--- src/design/sbe_pkg.sv ---
// Shared widths, reset value and flag bundle of the subset enumerator.
package sbe_pkg;

	// Width of the subset mask and entry number ports
	localparam int unsigned PORT_W = 31;
	// Width of the element count and subset size fields
	localparam int unsigned SIZE_W = 5;
	// Element count after reset
	localparam logic [SIZE_W-1:0] ELEM_RESET = 5'd16;

	// Per-entry markers that travel with each mask
	typedef struct packed {
		logic first;
		logic last;
	} flags_t;

endpackage

--- src/design/sbe_step.sv ---
// Successor logic: derives the next mask, size, count and markers from the held state.
module sbe_step #(
	parameter int unsigned MAX_ELEMENTS = 31
) (
	input  logic [MAX_ELEMENTS-1:0]        mask,
	input  logic [sbe_pkg::SIZE_W-1:0]     size,
	input  logic [MAX_ELEMENTS-1:0]        count,
	input  logic [sbe_pkg::SIZE_W-1:0]     elem_count,
	input  logic                           restart,
	output logic [MAX_ELEMENTS-1:0]        mask_nxt,
	output logic [sbe_pkg::SIZE_W-1:0]     size_nxt,
	output logic [MAX_ELEMENTS-1:0]        count_nxt,
	output sbe_pkg::flags_t                flags_nxt
);

	localparam int unsigned W = MAX_ELEMENTS;
	localparam logic [sbe_pkg::SIZE_W-1:0] MAX_N = sbe_pkg::SIZE_W'(MAX_ELEMENTS);
	localparam logic [W-1:0] ONES = {W{1'b1}};
	localparam logic [W-1:0] ONE = W'(1);

	logic [sbe_pkg::SIZE_W-1:0] n;
	logic [sbe_pkg::SIZE_W-1:0] size_inc;
	logic [sbe_pkg::SIZE_W-1:0] t;
	logic [W-1:0] full;
	logic [W-1:0] m_inc;
	logic [W-1:0] low_zero;
	logic [W-1:0] cleared;
	logic [W-1:0] pivot;
	logic [W-1:0] below;
	logic [W-1:0] block;
	logic [W-1:0] same_size;
	logic [W-1:0] low_fill;
	logic [W-1:0] grown;
	logic [W-1:0] first_mask;
	logic bad;
	logic at_low;

	// Clamp the element count into 1..MAX_ELEMENTS
	always_comb begin
		if (elem_count == '0) begin
			n = sbe_pkg::SIZE_W'(1);
		end else if (elem_count > MAX_N) begin
			n = MAX_N;
		end else begin
			n = elem_count;
		end
	end

	assign full = ~(ONES << n);
	assign first_mask = ONE << (n - sbe_pkg::SIZE_W'(1));

	// Held state unusable: not started, finished, or bits beyond the set
	assign bad = (mask == '0) || ((mask & ~full) != '0) || (mask == full);

	// Locate the trailing ones and the one bit above them
	assign m_inc    = mask + ONE;
	assign low_zero = ~mask & m_inc;
	assign cleared  = mask & m_inc;
	assign pivot    = cleared & (~cleared + ONE);
	assign below    = pivot - ONE;

	// Encode the trailing-ones count from the one-hot lowest zero
	always_comb begin
		t = '0;
		for (int i = 0; i < W; i++) begin
			if (low_zero[i]) begin
				t = t | sbe_pkg::SIZE_W'(i);
			end
		end
	end

	// Pack trailing ones plus one directly under the pivot bit
	assign block     = below & ~((below >> 1) >> t);
	assign same_size = (cleared & ~pivot) | block;

	// Group change: top size+1 bits set
	assign low_fill = ~(ONES << size);
	assign at_low   = (mask == low_fill);
	assign size_inc = size + sbe_pkg::SIZE_W'(1);
	assign grown    = (~(ONES << size_inc)) << (n - size_inc);

	// Select the successor
	always_comb begin
		if (restart || bad) begin
			mask_nxt        = first_mask;
			size_nxt        = sbe_pkg::SIZE_W'(1);
			count_nxt       = '0;
			flags_nxt.first = 1'b1;
		end else if (at_low) begin
			mask_nxt        = grown;
			size_nxt        = size_inc;
			count_nxt       = count + ONE;
			flags_nxt.first = 1'b1;
		end else begin
			mask_nxt        = same_size;
			size_nxt        = size;
			count_nxt       = count + ONE;
			flags_nxt.first = 1'b0;
		end
		flags_nxt.last = (mask_nxt == full);
	end

endmodule

--- src/design/subset_bitmask_enumerator_by_size_unit.sv ---
// Top level of the subset enumerator: state, result register and handshakes.
//
// Each transfer on the input channel (in_valid/in_ready, field restart)
// yields exactly one result on the output channel (out_valid/out_ready):
// the next non-empty subset mask, its size, its entry number and the
// first_of_size and final_entry markers. restart high returns to the first
// subset (bit N-1 alone); after the all-ones mask the sequence wraps.
// The result is held in the output register in the cycle after the input
// transfer. A new item is taken in every cycle while the output register is
// empty or being drained, so the rate is one item per cycle; the successor
// search (trailing ones, next one bit, repack) is the path between state
// and result register.
// When the receiver stalls, the result holds and in_ready drops until the
// result is taken. The element_count register is written through its own
// channel (cfg_valid/cfg_ready) and takes effect on the next item.
// Reset clears the state to not-started and sets element_count to 16; the
// first item after reset gives the first subset whatever restart says.
module subset_bitmask_enumerator_by_size_unit #(
	parameter int unsigned MAX_ELEMENTS = 31
) (
	input  logic                            clk,
	input  logic                            arst_n,
	input  logic                            cfg_valid,
	output logic                            cfg_ready,
	input  logic [sbe_pkg::SIZE_W-1:0]      element_count,
	input  logic                            in_valid,
	output logic                            in_ready,
	input  logic                            restart,
	output logic                            out_valid,
	input  logic                            out_ready,
	output logic [sbe_pkg::PORT_W-1:0]      subset_mask,
	output logic [sbe_pkg::SIZE_W-1:0]      subset_size,
	output logic [sbe_pkg::PORT_W-1:0]      entry_number,
	output logic                            first_of_size,
	output logic                            final_entry
);

	localparam int unsigned W = MAX_ELEMENTS;

	logic [sbe_pkg::SIZE_W-1:0] elem_q;
	logic [W-1:0]               mask_q;
	logic [sbe_pkg::SIZE_W-1:0] size_q;
	logic [W-1:0]               count_q;
	sbe_pkg::flags_t            flags_q;
	logic                       out_valid_q;

	logic [W-1:0]               mask_nxt;
	logic [sbe_pkg::SIZE_W-1:0] size_nxt;
	logic [W-1:0]               count_nxt;
	sbe_pkg::flags_t            flags_nxt;
	logic                       in_xfer;

	// Configuration register
	assign cfg_ready = 1'b1;

	always_ff @(posedge clk or negedge arst_n) begin
		if (!arst_n) begin
			elem_q <= sbe_pkg::ELEM_RESET;
		end else if (cfg_valid) begin
			elem_q <= element_count;
		end
	end

	// Successor of the held state
	sbe_step #(
		.MAX_ELEMENTS(MAX_ELEMENTS)
	) u_step (
		.mask      (mask_q),
		.size      (size_q),
		.count     (count_q),
		.elem_count(elem_q),
		.restart   (restart),
		.mask_nxt  (mask_nxt),
		.size_nxt  (size_nxt),
		.count_nxt (count_nxt),
		.flags_nxt (flags_nxt)
	);

	// Accept while the result slot is free or draining
	assign in_ready = !out_valid_q || out_ready;
	assign in_xfer  = in_valid && in_ready;

	// Advance state; the state registers double as the result register
	always_ff @(posedge clk or negedge arst_n) begin
		if (!arst_n) begin
			mask_q      <= '0;
			size_q      <= '0;
			count_q     <= '0;
			flags_q     <= '0;
			out_valid_q <= 1'b0;
		end else begin
			if (in_xfer) begin
				mask_q  <= mask_nxt;
				size_q  <= size_nxt;
				count_q <= count_nxt;
				flags_q <= flags_nxt;
			end
			if (in_xfer) begin
				out_valid_q <= 1'b1;
			end else if (out_ready) begin
				out_valid_q <= 1'b0;
			end
		end
	end

	// Drive the result ports
	assign out_valid     = out_valid_q;
	assign subset_mask   = sbe_pkg::PORT_W'(mask_q);
	assign subset_size   = size_q;
	assign entry_number  = sbe_pkg::PORT_W'(count_q);
	assign first_of_size = flags_q.first;
	assign final_entry   = flags_q.last;

`ifndef NO_ASSERTIONS
	// Held mask always carries as many ones as its size
	a_size_matches: assert property (@(posedge clk) disable iff (!arst_n)
		out_valid_q |-> ($countones(mask_q) == 32'(size_q)))
		else $error("subset size does not match mask popcount");

	// Entry zero opens the size-one group
	a_entry_zero: assert property (@(posedge clk) disable iff (!arst_n)
		(out_valid_q && count_q == '0) |-> (flags_q.first && size_q == 5'd1))
		else $error("entry zero is not the first single-element subset");

	// A restart transfer yields entry zero
	a_restart: assert property (@(posedge clk) disable iff (!arst_n)
		(in_xfer && restart) |=> (out_valid_q && count_q == '0))
		else $error("restart did not return to entry zero");

	// A stalled result is never overwritten
	a_no_overwrite: assert property (@(posedge clk) disable iff (!arst_n)
		(out_valid_q && !out_ready) |=> ($stable(mask_q) && $stable(count_q)))
		else $error("stalled result changed");
`endif

endmodule

--- config.mk ---
export PLATFORM = sky130hd
export DESIGN_NAME = subset_bitmask_enumerator_by_size_unit
export DESIGN_NICKNAME = d
export VERILOG_FILES = /design/src/design/sbe_pkg.sv /design/src/design/sbe_step.sv /design/src/design/subset_bitmask_enumerator_by_size_unit.sv
export SDC_FILE = /design/constraint.sdc
export NUM_CORES = 1
export LEC_CHECK = 0
export BUFFER_PORTS_ARGS = -buffer_cell sky130_fd_sc_hd__clkbuf_2
export CORE_MARGIN = 2
export CORE_UTILIZATION = 35
export DETAILED_ROUTE_END_ITERATION = 12
export PLACE_DENSITY_LB_ADDON = 0.25
export SLEW_MARGIN = 20
export SYNTH_ARGS = -nofsm -noshare
export SYNTH_HDL_FRONTEND = slang
export SYNTH_SLANG_ARGS = --single-unit
--- constraint.sdc ---
create_clock -name clk -period 11.9 [get_ports clk]
set_clock_uncertainty 0.15 [all_clocks]
set_input_delay 2.38 -clock clk [delete_from_list [all_inputs] [get_ports clk]]
set_output_delay 2.38 -clock clk [all_outputs]
set_load 0.02 [all_outputs]
# Yosys cells after proc, flatten, opt, wreduce, memory -nomap -nowiden
# Index checks and enable logic that the tools add are counted.
# word_totals
register_bits	75
in_bits	11
output_inout_bits	72
word_cells	98
# op_classes
add_sub_neg	7
n_lt_le_gt_ge	1
n_eq_ne	3
shifts	6
n_mux	47
bitwise_logic	15
reduce_logical	12
# op_table
operator	count
NOT 31 bit	8
bitwise AND 31 bit	6
2-to-1 mux 31 bit	5
2-to-1 mux 5 bit	21
adder 31 x 1 -> 31 bit, second input constant	3
== test 31 bit	3
<< shifter 31 x 5 -> 31 bit, first input constant	3
2-to-1 mux 4 bit	8
zero test 31 bit	1
OR 31 bit	1
nonzero test 31 bit	1
<< shifter 1 x 5 -> 31 bit, first input constant	1
<< shifter 31 x 5 -> 31 bit	1
>> shifter 30 x 5 -> 31 bit	1
subtractor 31 x 1 -> 31 bit, second input constant	1
2-to-1 mux 3 bit	4
2-to-1 mux 1 bit	7
adder 5 x 1 -> 5 bit, second input constant	1
greater-than comparator 5 bit, second input constant	1
zero test 5 bit	1
subtractor 5 x 1 -> 5 bit, second input constant	1
subtractor 5 bit	1
logical OR 1 bit	4
2-to-1 mux 2 bit	2
4 further kinds	5

# Logic depth before layout (Yosys ltp)
# depth
depth_word	40
depth_mapped	27
mapped_depth_nobuf	22

# Modules after synthesis
# From an unflattened synthesis, not the netlist that was laid out.
# hier_totals
hier_cells	1764
hier_area_um2	12515.8
# modules_own_cells
mod	n_inst	cells_each	area_each_um2	seq_area_each_um2
sbe_step	1	1603	9676.8	0.0
subset_bitmask_enumerator_by_size_unit	1	161	2839.0	1878.1

# Worst setup path after synthesis
# OpenSTA, ideal clock, no wires.
# synth_path
kind	input to register
from	input restart
to	register flags_q, in the netlist final_entry
setup_ns	0.104
arrival_time_ns	6.036
t_required_ns	11.646
path_slack_ns	5.610
path_stages	15
n_path_buf	3
cell_sequence	nor4_1 -> nand4_1 -> nor2_1 -> and3b_1 -> clkbuf_1 -> clkbuf_1 -> clkbuf_1 -> o21ai_0 -> nand3_1 -> o211a_1 -> nand4_1 -> or4b_1 -> or4_1 -> or4_1 -> o41ai_2
# synth_between
elab_chain_len	3
# synth_rtl
item	line_no	text
start, declared	subset_bitmask_enumerator_by_size_unit.sv:28	input logic restart,
logical OR 1 bit	sbe_step.sv:84	if (restart || bad) begin
2-to-1 mux 31 bit	sbe_step.sv:84	
== test 31 bit	sbe_step.sv:100	flags_nxt.last = (mask_nxt == full);
end signal, assigned	subset_bitmask_enumerator_by_size_unit.sv:96	flags_q <= flags_nxt;
end, declared	subset_bitmask_enumerator_by_size_unit.sv:44	sbe_pkg::flags_t flags_q;
# Every way passes these cells.
# A chain may end at the register's enable or synchronous reset.

# Final worst setup path
# layout_path
from	register elem_q[4] (netlist name)
to	register flags_q, in the netlist final_entry
# layout_between
elab_chain_len	14
word_cells_on_any_way	22
classes_between	2 x add/sub; 1 x order compare; 2 x eq/ne; 3 x shift; 6 x mux; 3 x bitwise; 5 x reduce/logical
# layout_rtl
item	line_no	text
start, declared	subset_bitmask_enumerator_by_size_unit.sv:40	logic [sbe_pkg::SIZE_W-1:0] elem_q;
start signal, assigned	subset_bitmask_enumerator_by_size_unit.sv:58	elem_q <= sbe_pkg::ELEM_RESET;
start signal, assigned	subset_bitmask_enumerator_by_size_unit.sv:60	elem_q <= element_count;
greater-than comparator 5 bit	sbe_step.sv:42	end else if (elem_count > MAX_N) begin
2-to-1 mux 5 bit	sbe_step.sv:42	
2-to-1 mux 5 bit	sbe_step.sv:40	if (elem_count == '0) begin
2-to-1 mux 5 bit *	sbe_step.sv:40	
parallel branches: the longest is 9 deep, another holds subtractor 5 bit	-	
== test 31 bit *	sbe_step.sv:100	
# Mark *: on every way between the ends. The select of a mux whose other input is x is not followed.

==> run metrics <==
Layout area overhead=8.29%; final setup vio count=0; most frequent cell after synthesis=nand2_1; Synth area leader=dfrtp_1; clock root buffer=clkbuf_16; Post-CTS Repair Setup Buffers=0; critical path required time=12.04 ns; top cells by count, synth=208 x nand2_1, 166 x nor2_1, 153 x o21ai_0; Avg WL per Cell=31.7 µm; met1 Use GR=49.2%; RSZ-0062 raised after global routing=false; CTS Buf Count=9; post-DP HPWL=54.9 mm; Pwr Total=1470 µW; GP Congestion=1.05; final hold vios=0; max-slew violations=0; P_leak=0.00521 µW; detail-routed via count per cell=6.95; largest net degree at the start of global routing=45; slew margin rel.=13.2%; HP Class=flop to flop; Post-Syn Nets=1,858; number of nets in the layout=1,863; placement row count=68; gr busiest metal=met2; Die Ht=192 µm; Synth area leaders=dfrtp_1 15%, nand2_1 6.3%, o21ai_0 6.2%; initial antenna violation count=0; async set-reset flop share out of synthesis=100%; number of hold buffers added after cts=0; Clock Sinks=75; Routed Antenna Nets=0; Multi-input gate area=9620 µm²; sequential area share after synthesis=15.2%; CTS tree=built; Port Buffers=81; layout cells sized above 1=13.4%; total track usage=38.9%; Seq cells post-synth=75; register area=1880 µm²; Synth Instances=1,802; Core ar.=34,600 µm²; Syn. warnings=0; Longest Clk Path Bufs=2; die area=36,800 µm²; wirelength, routed=71.8 mm; drt pass-1 iters=6; CP Launch Type=flop; Synth cell types=114; Clock transition at path regs=0.08 ns; Setup TNS Final=0 ns; Final min period=8.08 ns; Post-DP Area=13,100 µm²; Final Cycle Share=67.9%; PwrDens=110 nW/µm²; I/O Pins=83; first-pass GRT wire length=103 mm; Filler cells=3,748; global-route met3 utilization=7.88%; grt total ovfl=0; Highest Clock Rate=124 MHz; Yosys top cell area share=15.0%; Post-Synthesis Mean Instance Area=6.85 µm²; Worst-Margin Slew=1.29 ns; status=complete, no violations; Data arrival, critical path=8.22 ns; Crit Path Max Fanout=33; critical path class=flop to flop; worst hold stages=2; fin area=13,400 µm²; post-place setup slack=4.05 ns; main flop type after synthesis=dfrtp_1; non-filler cells, final=2,268; CP endpoint kind=flop; Die Width=192 µm; Max Cap Viol=0; vias in the first global route=14,500; Reg2Reg Depth=22; Clk Latency, worst-skew pair=0.39 ns; VDD IR-drop max=75.5 µV; Post-Syn Area=12,300 µm²; DR iter-0 viols=2,180; via count=15,800; routing usage on met2=61.1%; starting density of the core=35.7%; PostCTS Resize Cnt=0; placed insts=2,251; slack of the critical path=3.82 ns; H-tree levels=3; Post-synth EDFFs=0; DRC viols=0
==> through the flow <==
step	utilization (%)	hold slack, ns
after floorplan	-	0.441
after detailed placement	37.8	0.323
after CTS	38.6	0.337
after global routing	38.6	0.367
final	38.6	0.331
after global placement	37.8	0.311
==> final timing paths <==
check,start,endpoint,slack [ns]
setup / recovery,elem_q[4]$_DFFE_PN1P_,final_entry$_DFFE_PN0P_,3.82
hold / removal,first_of_size$_DFFE_PN0P_,first_of_size$_DFFE_PN0P_,0.33
setup reg to reg,elem_q[4]$_DFFE_PN1P_,final_entry$_DFFE_PN0P_,3.82
hold reg to reg,first_of_size$_DFFE_PN0P_,first_of_size$_DFFE_PN0P_,0.33
max in group asynchronous,arst_n,subset_mask[23]$_DFFE_PN0P_,8.73
min in group asynchronous,arst_n,entry_number[17]$_DFFE_PN0P_,1.81
==> registers in the layout (all words and copies together), names as in the netlist <==
name and count:
first_of_size 1, subset_size 5, elem_q 5, entry_number 31, subset_mask 31, final_entry 1
out_valid 1
==> per-layer routing <==
metal | routed length [µm] | share of wire [%]
met5 | 0 | 0
met4 | 5040 | 7.0
met3 | 6950 | 9.7
met2 | 31600 | 44
met1 | 28200 | 39
==> placed cells by master, fill, tap and decap left out, types with 13 or more instances in the layout <==
cell type	Yosys	layout
a211oi_1	29	29
a21oi_1	120	120
a221oi_1	14	14
a31oi_1	30	30
and2_1	20	20
and3_1	31	31
buf_4	14	57
clkbuf_2	0	80
dfrtp_1	74	74
ha_1	44	44
inv_1	47	47
mux2i_1	18	18
nand2_1	208	208
nand2b_1	26	26
nand3_1	88	88
nand4_1	51	51
nor2_1	166	165
nor2b_1	22	22
nor3_1	60	60
nor4_1	41	41
o211ai_1	23	23
o21a_1	17	17
o21ai_0	153	152
o22ai_1	18	18
o31ai_1	25	25
or3_1	14	14
or4_1	13	13
xnor2_1	16	16
xor2_1	20	20
==> critical path: stages, from the launching register on <==
cell     delay (ns)
dfstp_2        0.76
or2_1          0.27
nor2_1         0.16
or3_1          0.40
inv_2          0.19
ha_1           0.18
inv_1          0.07
a21oi_1        0.73
ha_1           0.22
nand4_1        0.09
nor4_1         0.37
nand2_1        0.14
and3b_2        0.41
buf_4          0.33
nor2_1         0.72
nand3_1        0.28
a32oi_1        0.29
o211a_1        0.19
nand4_1        0.08
or4b_1         0.56
or4_1          0.55
or4_1          0.53
o41ai_2        0.31
==> cell type report <==
class / count / share of cell area, %
clock inverters: 7 / 0.449
well taps: 455 / 4.26
inverters: 49 / 1.38
flip-flops and latches: 75 / 14.0
clock buffers: 9 / 1.68
multi-input cells: 1535 / 72.0
diodes: 1 / 0.0187
repair buffers: 137 / 6.20
==> power breakdown <==
part | total (µW) | switching [µW] | internal, µW
clock network | 291 | 146 | 145
registers | 321 | 53.8 | 268
logic | 856 | 604 | 252
total | 1470 | 804 | 664
==> cell families (layout without fill, tap and decap cells) <==
kind of cell | Yosys count | in the layout | synth area share, %
buffers and inverters | 192 | 202 | 6.89
XOR/XNOR | 39 | 39 | 3.00
AND/OR/NAND/NOR | 829 | 829 | 35.1
AO/OA/AOI/OAI | 591 | 591 | 32.7
multiplexers | 28 | 28 | 2.37
flip-flops | 75 | 75 | 15.2
adder cells (fa/ha/maj) | 47 | 47 | 4.78
other | 1 | 2 | 0.0304
Power figures use the tool's default switching activity.
